File: config.mk
export PLATFORM = sky130hd
export DESIGN_NAME = time_moving_average_core
export DESIGN_NICKNAME = d
export VERILOG_FILES = /design/src/tma_pkg.sv /design/src/tma_ctrl.sv /design/src/tma_datapath.sv /design/src/time_moving_average_core.sv
export SDC_FILE = /design/constraint.sdc
export NUM_CORES = 1
export LEC_CHECK = 0
export ABC_AREA = 1
export ABC_CLOCK_PERIOD_IN_PS = 4800
export BUFFER_PORTS_ARGS = -buffer_cell sky130_fd_sc_hd__buf_4
export CORE_AREA = 2 2 425 427
export DETAILED_ROUTE_END_ITERATION = 7
export DIE_AREA = 0 0 427 429
export GPL_TIMING_DRIVEN = 0
export PLACE_DENSITY = 0.42
export SYNTH_ARGS = -nofsm -noshare
export SYNTH_HDL_FRONTEND = slang
export SYNTH_SLANG_ARGS = --single-unit
File: constraint.sdc
create_clock -name aclk -period 4.8 [get_ports aclk]
set_input_delay 0.96 -clock aclk [delete_from_list [all_inputs] [get_ports aclk]]
set_output_delay 0.96 -clock aclk [all_outputs]
set_load 0.005 [all_outputs]
File: src/tma_pkg.sv
package tma_pkg;

    // Ring depth default; the top level hands it down as MAX_WINDOW
    localparam int TMA_MAX_WINDOW = 64;

    // Fixed widths of the word fields
    localparam int TMA_HOURS_W   = 5;
    localparam int TMA_MIN_W     = 6;
    localparam int TMA_SEC_W     = 6;
    localparam int TMA_SAMPLE_W  = 17;
    localparam int TMA_WINLEN_W  = 7;

    // Register map (index = byte address / 4)
    localparam logic TMA_REG_WINDOW_LEN = 1'b0;
    localparam logic [TMA_WINLEN_W-1:0] TMA_WINLEN_RESET = 7'd1;

    // Time conversion constants
    localparam logic [TMA_SAMPLE_W-1:0] TMA_SEC_PER_HOUR = 17'd3600;
    localparam logic [TMA_SAMPLE_W-1:0] TMA_SEC_PER_MIN  = 17'd60;

    // Controller to datapath commands
    typedef struct packed {
        logic load;      // latch the input word, read the oldest ring entry
        logic update;    // write the ring, update sum and fill, arm divider
        logic div_step;  // one restoring divide step
        logic out_load;  // move the quotient to the output register
    } tma_cmd_t;

    // Datapath to controller status
    typedef struct packed {
        logic emit;      // this word completes a full window
        logic div_last;  // final divide step in progress
        logic out_free;  // output register can take a new word
    } tma_status_t;

    // Seconds since midnight; the largest field values still fit 17 bits
    function automatic logic [TMA_SAMPLE_W-1:0] tma_to_sec(
        input logic [TMA_HOURS_W-1:0] h,
        input logic [TMA_MIN_W-1:0]   m,
        input logic [TMA_SEC_W-1:0]   s
    );
        return TMA_SAMPLE_W'(h) * TMA_SEC_PER_HOUR
             + TMA_SAMPLE_W'(m) * TMA_SEC_PER_MIN
             + TMA_SAMPLE_W'(s);
    endfunction

endpackage

File: src/tma_ctrl.sv
module tma_ctrl (
    input  logic                 aclk,
    input  logic                 aresetn,
    input  logic                 s_valid,
    output logic                 s_ready,
    input  tma_pkg::tma_status_t status,
    output tma_pkg::tma_cmd_t    cmd
);

    localparam logic [1:0] ST_IDLE   = 2'd0;
    localparam logic [1:0] ST_UPDATE = 2'd1;
    localparam logic [1:0] ST_DIV    = 2'd2;
    localparam logic [1:0] ST_OUT    = 2'd3;

    logic [1:0] state_reg;
    logic [1:0] state_next;

    // Sequence one word: latch, update window, then divide and hand off if it completes a window
    always_comb begin
        state_next = state_reg;
        cmd        = '0;
        s_ready    = 1'b0;
        case (state_reg)
            ST_IDLE: begin
                s_ready = 1'b1;
                if (s_valid) begin
                    cmd.load   = 1'b1;
                    state_next = ST_UPDATE;
                end
            end
            ST_UPDATE: begin
                cmd.update = 1'b1;
                state_next = status.emit ? ST_DIV : ST_IDLE;
            end
            ST_DIV: begin
                cmd.div_step = 1'b1;
                if (status.div_last) begin
                    state_next = ST_OUT;
                end
            end
            ST_OUT: begin
                if (status.out_free) begin
                    cmd.out_load = 1'b1;
                    state_next   = ST_IDLE;
                end
            end
            default: begin
                state_next = ST_IDLE;
            end
        endcase
    end

    always_ff @(posedge aclk) begin
        if (!aresetn) begin
            state_reg <= ST_IDLE;
        end else begin
            state_reg <= state_next;
        end
    end

    // Input is taken only while idle
    a_ready_idle: assert property (@(posedge aclk) disable iff (!aresetn)
        s_ready |-> state_reg == ST_IDLE)
        else $error("input ready outside idle");

    // A result is loaded only after the divide finished
    a_out_after_div: assert property (@(posedge aclk) disable iff (!aresetn)
        cmd.out_load |-> state_reg == ST_OUT)
        else $error("output load outside output state");

    // An accepted word always goes to the window update next
    a_load_update: assert property (@(posedge aclk) disable iff (!aresetn)
        cmd.load |=> state_reg == ST_UPDATE)
        else $error("accepted word skipped the update");

endmodule

File: src/tma_datapath.sv
module tma_datapath #(
    parameter int MAX_WINDOW = tma_pkg::TMA_MAX_WINDOW
) (
    input  logic                                aclk,
    input  logic                                aresetn,
    input  tma_pkg::tma_cmd_t                   cmd,
    output tma_pkg::tma_status_t                status,
    input  logic                                in_start_series,
    input  logic [tma_pkg::TMA_HOURS_W-1:0]     in_hours,
    input  logic [tma_pkg::TMA_MIN_W-1:0]       in_minutes,
    input  logic [tma_pkg::TMA_SEC_W-1:0]       in_seconds,
    input  logic                                cfg_we,
    input  logic [tma_pkg::TMA_WINLEN_W-1:0]    cfg_wdata,
    output logic [tma_pkg::TMA_WINLEN_W-1:0]    win_len,
    input  logic                                out_ready,
    output logic                                out_valid,
    output logic [tma_pkg::TMA_SAMPLE_W-1:0]    out_data
);

    localparam int SmpW = tma_pkg::TMA_SAMPLE_W;
    localparam int AW   = (MAX_WINDOW > 1) ? $clog2(MAX_WINDOW) : 1;
    localparam int LW   = $clog2(MAX_WINDOW + 1);
    localparam int XW   = LW + 1;
    localparam int SW   = SmpW + $clog2(MAX_WINDOW);
    localparam int CW   = $clog2(SW + 1);
    localparam logic [LW-1:0] MaxLen  = LW'(MAX_WINDOW);
    localparam logic [AW-1:0] LastPos = AW'(MAX_WINDOW - 1);

    logic [tma_pkg::TMA_WINLEN_W-1:0] win_len_reg;
    logic [LW-1:0]   fill_reg;
    logic [SW-1:0]   sum_reg;
    logic [AW-1:0]   wp_reg;
    logic [SmpW-1:0] sample_reg;
    logic            drop_reg;
    logic [SmpW-1:0] old_rd_reg;
    logic [LW:0]     rem_reg;
    logic [SW-1:0]   quo_reg;
    logic [CW-1:0]   cnt_reg;
    logic            out_valid_reg;
    logic [SmpW-1:0] out_data_reg;

    logic [SmpW-1:0] ring_mem [MAX_WINDOW];

    logic [LW-1:0]   eff_len;
    logic [LW-1:0]   fill_next;
    logic [SW-1:0]   sum_next;
    logic [AW-1:0]   old_addr;
    logic [XW-1:0]   wp_x;
    logic [XW-1:0]   len_x;
    logic [LW:0]     rem_sh;
    logic            q_bit;

    // Clamp the window length to 1..MAX_WINDOW
    always_comb begin
        if (win_len_reg == '0) begin
            eff_len = LW'(1);
        end else if (32'(win_len_reg) > 32'(MAX_WINDOW)) begin
            eff_len = MaxLen;
        end else begin
            eff_len = LW'(win_len_reg);
        end
    end

    // Oldest entry of the window, wrapped around the ring
    always_comb begin
        wp_x  = XW'(wp_reg);
        len_x = XW'(eff_len);
        if (wp_x >= len_x) begin
            old_addr = AW'(wp_x - len_x);
        end else begin
            old_addr = AW'(wp_x + XW'(MAX_WINDOW) - len_x);
        end
    end

    // Window update values
    always_comb begin
        fill_next = (fill_reg < eff_len) ? fill_reg + LW'(1) : fill_reg;
        sum_next  = sum_reg - (drop_reg ? SW'(old_rd_reg) : SW'(0)) + SW'(sample_reg);
    end

    // One restoring divide step
    always_comb begin
        rem_sh = {rem_reg[LW-1:0], quo_reg[SW-1]};
        q_bit  = rem_sh >= {1'b0, eff_len};
    end

    // Ring store: read the oldest entry at accept, write the new one at update
    always_ff @(posedge aclk) begin
        if (cmd.load) begin
            old_rd_reg <= ring_mem[old_addr];
        end
        if (cmd.update) begin
            ring_mem[wp_reg] <= sample_reg;
        end
    end

    // Window control state
    always_ff @(posedge aclk) begin
        if (!aresetn) begin
            win_len_reg <= tma_pkg::TMA_WINLEN_RESET;
            fill_reg    <= '0;
            sum_reg     <= '0;
            wp_reg      <= '0;
            drop_reg    <= 1'b0;
        end else if (cfg_we) begin
            win_len_reg <= cfg_wdata;
            fill_reg    <= '0;
            sum_reg     <= '0;
        end else if (cmd.load) begin
            drop_reg <= !in_start_series && (fill_reg >= eff_len);
            if (in_start_series) begin
                fill_reg <= '0;
                sum_reg  <= '0;
            end
        end else if (cmd.update) begin
            fill_reg <= fill_next;
            sum_reg  <= sum_next;
            wp_reg   <= (wp_reg == LastPos) ? '0 : wp_reg + AW'(1);
        end
    end

    // Hold the converted sample
    always_ff @(posedge aclk) begin
        if (cmd.load) begin
            sample_reg <= tma_pkg::tma_to_sec(in_hours, in_minutes, in_seconds);
        end
    end

    // Divider: shift the sum through, one quotient bit per cycle
    always_ff @(posedge aclk) begin
        if (!aresetn) begin
            cnt_reg <= '0;
        end else if (cmd.update) begin
            cnt_reg <= CW'(SW);
        end else if (cmd.div_step && cnt_reg != '0) begin
            cnt_reg <= cnt_reg - CW'(1);
        end
    end

    always_ff @(posedge aclk) begin
        if (cmd.update) begin
            quo_reg <= sum_next;
            rem_reg <= '0;
        end else if (cmd.div_step) begin
            quo_reg <= {quo_reg[SW-2:0], q_bit};
            rem_reg <= q_bit ? rem_sh - {1'b0, eff_len} : rem_sh;
        end
    end

    // Output register: load the quotient, drop it when taken
    always_ff @(posedge aclk) begin
        if (!aresetn) begin
            out_valid_reg <= 1'b0;
        end else if (cmd.out_load) begin
            out_valid_reg <= 1'b1;
        end else if (out_ready) begin
            out_valid_reg <= 1'b0;
        end
    end

    always_ff @(posedge aclk) begin
        if (cmd.out_load) begin
            out_data_reg <= quo_reg[SmpW-1:0];
        end
    end

    assign status.emit     = fill_next >= eff_len;
    assign status.div_last = cnt_reg == CW'(1);
    assign status.out_free = !out_valid_reg || out_ready;

    assign win_len   = win_len_reg;
    assign out_valid = out_valid_reg;
    assign out_data  = out_data_reg;

    // Fill count never passes the window length
    a_fill_bound: assert property (@(posedge aclk) disable iff (!aresetn)
        fill_reg <= eff_len)
        else $error("fill count above window length");

    // Without an eviction the sum grows by exactly the new sample
    a_sum_add: assert property (@(posedge aclk) disable iff (!aresetn)
        cmd.update && !drop_reg && !cfg_we |=>
            sum_reg == $past(sum_reg) + SW'($past(sample_reg)))
        else $error("window sum update mismatch");

    // Divider is never stepped past its last bit
    a_div_count: assert property (@(posedge aclk) disable iff (!aresetn)
        cmd.div_step |-> cnt_reg != '0)
        else $error("divide step with no bits left");

    // A loaded result shows up on the output
    a_out_valid: assert property (@(posedge aclk) disable iff (!aresetn)
        cmd.out_load |=> out_valid_reg)
        else $error("loaded result not presented");

endmodule

File: src/time_moving_average_core.sv
// Flow: an accepted word is latched, then the window is updated; a word that completes
// a window then runs the bit-serial divider over SW quotient bits, and its average is
// loaded into the output register once that register is free. A new word is accepted
// only after the last one is done; SW = 17 + clog2(MAX_WINDOW) is the divider width.
// Reset: synchronous, active low; clears window_len to 1, sum, fill count, write
// position and output valid. Ring contents are not cleared and need no clearing pass.
module time_moving_average_core #(
    parameter int MAX_WINDOW = tma_pkg::TMA_MAX_WINDOW
) (
    input  logic                                aclk,
    input  logic                                aresetn,
    input  logic                                s_valid,
    output logic                                s_ready,
    input  logic                                s_start_series,
    input  logic [tma_pkg::TMA_HOURS_W-1:0]     s_hours,
    input  logic [tma_pkg::TMA_MIN_W-1:0]       s_minutes,
    input  logic [tma_pkg::TMA_SEC_W-1:0]       s_seconds,
    output logic                                m_valid,
    input  logic                                m_ready,
    output logic [tma_pkg::TMA_SAMPLE_W-1:0]    m_average_seconds,
    input  logic                                psel,
    input  logic                                penable,
    input  logic                                pwrite,
    input  logic [2:0]                          paddr,
    input  logic [31:0]                         pwdata,
    output logic [31:0]                         prdata,
    output logic                                pready
);

    tma_pkg::tma_cmd_t                cmd;
    tma_pkg::tma_status_t             status;
    logic                             cfg_we;
    logic [tma_pkg::TMA_WINLEN_W-1:0] win_len;

    // Decode the register write at the access phase
    assign pready = 1'b1;
    assign cfg_we = psel && penable && pwrite && pready
                    && (paddr[2] == tma_pkg::TMA_REG_WINDOW_LEN);

    // Read back window_len; other addresses read zero
    assign prdata = (paddr[2] == tma_pkg::TMA_REG_WINDOW_LEN)
                    ? {{(32 - tma_pkg::TMA_WINLEN_W){1'b0}}, win_len} : 32'd0;

    tma_ctrl u_ctrl (
        .aclk    (aclk),
        .aresetn (aresetn),
        .s_valid (s_valid),
        .s_ready (s_ready),
        .status  (status),
        .cmd     (cmd)
    );

    tma_datapath #(
        .MAX_WINDOW (MAX_WINDOW)
    ) u_datapath (
        .aclk            (aclk),
        .aresetn         (aresetn),
        .cmd             (cmd),
        .status          (status),
        .in_start_series (s_start_series),
        .in_hours        (s_hours),
        .in_minutes      (s_minutes),
        .in_seconds      (s_seconds),
        .cfg_we          (cfg_we),
        .cfg_wdata       (pwdata[tma_pkg::TMA_WINLEN_W-1:0]),
        .win_len         (win_len),
        .out_ready       (m_ready),
        .out_valid       (m_valid),
        .out_data        (m_average_seconds)
    );

endmodule
==> impl_metrics.ini <==
[cts]
cts-hold-fix-buffers = 0
cts_max_level = 4
cts-root-buf = clkbuf_16
cts_tree = done
cts_buffer_depth = 3
cts.sink_count = 1221
clkTransAtPathRegs_ns = 0.06
clk_latency_ns = 0.79
cts_buffers = 140
post-cts-setup-buffer-count = 0

[critical_path]
startpoint = u_datapath.win_len[5]$_SDFFE_PN0P_
regToRegStartpoint = u_datapath.win_len[5]$_SDFFE_PN0P_
crit_path_max_fanout = 10
worstPathArrival_ns = 5.38
worstSetupStartpointType = flip-flop
rrSetupSlack_ns = 0.04
required_ns = 5.42
cp-endpoint = u_datapath.old_rd_reg[12]$_DFFE_PP_
cp-end-kind = flip-flop
reg2reg_to = u_datapath.old_rd_reg[12]$_DFFE_PP_
crit_type = reg -> reg
reg2reg_depth = 17

[synth]
synth.avg_cell_area_um2 = 11.5
ys_ff_latch = 1221
synth_top_family_by_area = simple AND/OR/NAND/NOR gates
ys_seq_area_frac = 0.676
synthSimpleGateAreaFrac = 0.130
synth_fa_ha_area_frac = 0.0376
synth_cell_types = 37
synthXorXnorAreaFrac = 0.00654
ys.warnings.count = 0
muxShareOfSynthArea = 0
syn_area_um2 = 53400
synth_compound_area_frac = 0.104
synth_cells = 4652

[layout]
areaGrowthSynthToFinish_pct = 20.4
fin_util = 0.361
fillers = 17600
layout-drive-gt1-share = 0.121
fin_cells = 7463
final_cell_mix = edfxtp_1 (1162), nor2_1 (888), o21ai_0 (552)
finalNetCount = 5202
largest_reg_flops = 1088
layout_commonest_cell = edfxtp_1

[global_route]
grt_use_total = 0.203
grt_pass1_vias = 35800
antenna_found_initial = 8
grt_overflow_total = 0
grt_first_pass_wirelength_um = 267000
grt_max_degree = 34

[sta]
post-route-min-period_ns = 4.76
finClkSkew_ns = 0.0333
timing.fmax_ghz = 0.210
worstMarginPinSlew_ns = 1.07
final.period_utilization = 0.992
hold_viol = 0
slew_headroom = 0.288
finalSetupViolations = 0
final_max_slew_viol_count = 0

[detailed_routing]
drt_iter0_markers = 3892
antenna_left = 0
via_count = 37300
vias_per_cell = 5.00
first_pass_iters = 6
drc_errors = 0
wl_per_cell_um = 25.2
routed_wirelength_um = 188000

[placement]
gp_congestion = 1.00
dp.cells = 7215
port-buffer-count = 57
dp_hpwl_um = 136000

[floorplan]
rows = 155
die_h_um = 429
core_area_um2 = 178000
die-area_um2 = 183000
io_pins = 112
die_w_um = 427
initial_core_util = 0.300

[pwr]
power_density_nw_per_um2 = 705
seqPwrFrac = 0.309
p_leak_nw = 22.6
p_switching_w = 0.0199
pwr-share-comb = 0.461
design_power_total_w = 0.0453
switching_share = 0.439
p_int_w = 0.0254
clock_power_share = 0.230
vdd_drop_max_uv = 403

[outcome]
outcome = finished clean

[worst_hold_path]
hold_path.class = in -> reg

[job]
maxCapViolCount = 0
-- cell families (layout without fill, tap and decap cells) --
group	Yosys count	count (layout)
and+or+nand+nor	1709	1709
DFF	1221	1221
AOI/OAI and AO/OA	967	967
buffers and inverters	574	1003
adders and majority gates	140	140
xor gates and xnor gates	39	39
other	2	29
-- synth_stat cells, drive strengths merged --
library cell / number / share of area
o211ai: 280 / 0.039
o31ai: 1 / 0.00014
o2111ai: 1 / 0.00016
fa: 34 / 0.013
nand3b: 6 / 0.00084
o21ai: 577 / 0.054
xnor2: 19 / 0.0033
a21oi: 98 / 0.0092
nor3: 15 / 0.0014
xor2: 20 / 0.0033
nor2: 952 / 0.067
o21a: 3 / 0.00042
o21bai: 2 / 0.00028
a21o: 1 / 0.00014
o22ai: 1 / 0.00012
conb: 2 / 0.00014
ha: 106 / 0.025
inv: 289 / 0.020
nor3b: 2 / 0.00028
buf: 156 / 0.016
nand3: 319 / 0.030
nand4: 15 / 0.0018
edfxtp: 1162 / 0.65
nand2: 392 / 0.028
clkinv: 3 / 0.00021
a311oi: 1 / 0.00016
a31oi: 2 / 0.00023
clkbuf: 126 / 0.0089
dfxtp: 59 / 0.022
or2: 7 / 0.00082
and2: 1 / 0.00012
-- per-layer routing --
| layer | global-route usage | part of all wire |
|---|---|---|
| met5 | 0 | 0 |
| met4 | 0.0642 | 0.033 |
| met3 | 0.0288 | 0.055 |
| met2 | 0.316 | 0.45 |
| met1 | 0.290 | 0.46 |
-- cell type report --
type                    instances  area (um2)  area share
multi-input cells            2881       15100       0.235
well taps                    2355        2950      0.0459
plain buffers                 282        1400      0.0217
flip-flops and latches       1221       36100       0.562
repair buffers                184        3230      0.0502
diodes                          3        7.51    0.000117
inverters                     292        1100      0.0171
clock inverters                64         606     0.00943
clock buffers                 181        3760      0.0586
-- power by group through the flow --
| stage | Clock (W) | Combinational [W] | Sequential [W] |
|---|---|---|---|
| after global placement | 0 | 0.0179 | 0.0160 |
| final | 0.0104 | 0.0209 | 0.0140 |
| after floorplan | 0 | 0.0105 | 0.0145 |
| after global routing | 0.0110 | 0.0226 | 0.0141 |
| after CTS | 0.0106 | 0.0208 | 0.0140 |
| after detailed placement | 0 | 0.0207 | 0.0142 |
-- metrics by stage --
stage / setup slack [ns] / TNS [ns] / hold WS (ns) / instance area (um2)
after CTS: 0.0170 / 0 / 0.284 / 64200
final: 0.0408 / 0 / 0.358 / 64200
after global placement: -0.873 / -33.55 / 0.441 / 56800
after floorplan: 0.275 / 0 / 0.427 / 53400
after detailed placement: -0.652 / -8.93 / 0.437 / 59800
after global routing: -0.0150 / -0.0394 / 0.311 / 64200
-- worst min-delay path by stage --
stage	cells after the start	slack, ns	from	to
final	1	0.36	s_seconds[0]	u_datapath.sample_reg[0]$_DFFE_PP_
after global routing	1	0.31	s_seconds[0]	u_datapath.sample_reg[0]$_DFFE_PP_
after CTS	1	0.28	s_seconds[0]	u_datapath.sample_reg[0]$_DFFE_PP_
after detailed placement	0	0.44	u_datapath.quo_reg[4]$_DFFE_PP_	u_datapath.out_data[4]$_DFFE_PP_
after global placement	0	0.44	u_datapath.quo_reg[6]$_DFFE_PP_	u_datapath.out_data[6]$_DFFE_PP_
after floorplan	0	0.43	u_datapath.quo_reg[0]$_DFFE_PP_	u_datapath.out_data[0]$_DFFE_PP_
-- worst max-delay path, cell delays in order, from the launching register on --
cell and delay [ns]:
dfxtp_1 0.37, nor2_1 0.12, nand4_1 0.14, nand2_1 0.22, nand2_1 0.10, o21ai_2 0.16
ha_2 0.25, inv_1 0.07, fa_1 0.50, buf_2 0.28, buf_4 0.33, clkbuf_4 0.32
o21ai_0 0.12, o211ai_1 0.49, nand3_1 0.34, nand3_1 0.17, nand3_1 0.30, nand2_1 0.27
-- timing repair --
action,in CTS,in global routing
gates resized for setup,36,30
gates cloned,0,0
setup endpoints to repair,17,17
No activity file was read; power rests on OpenSTA's default activity.
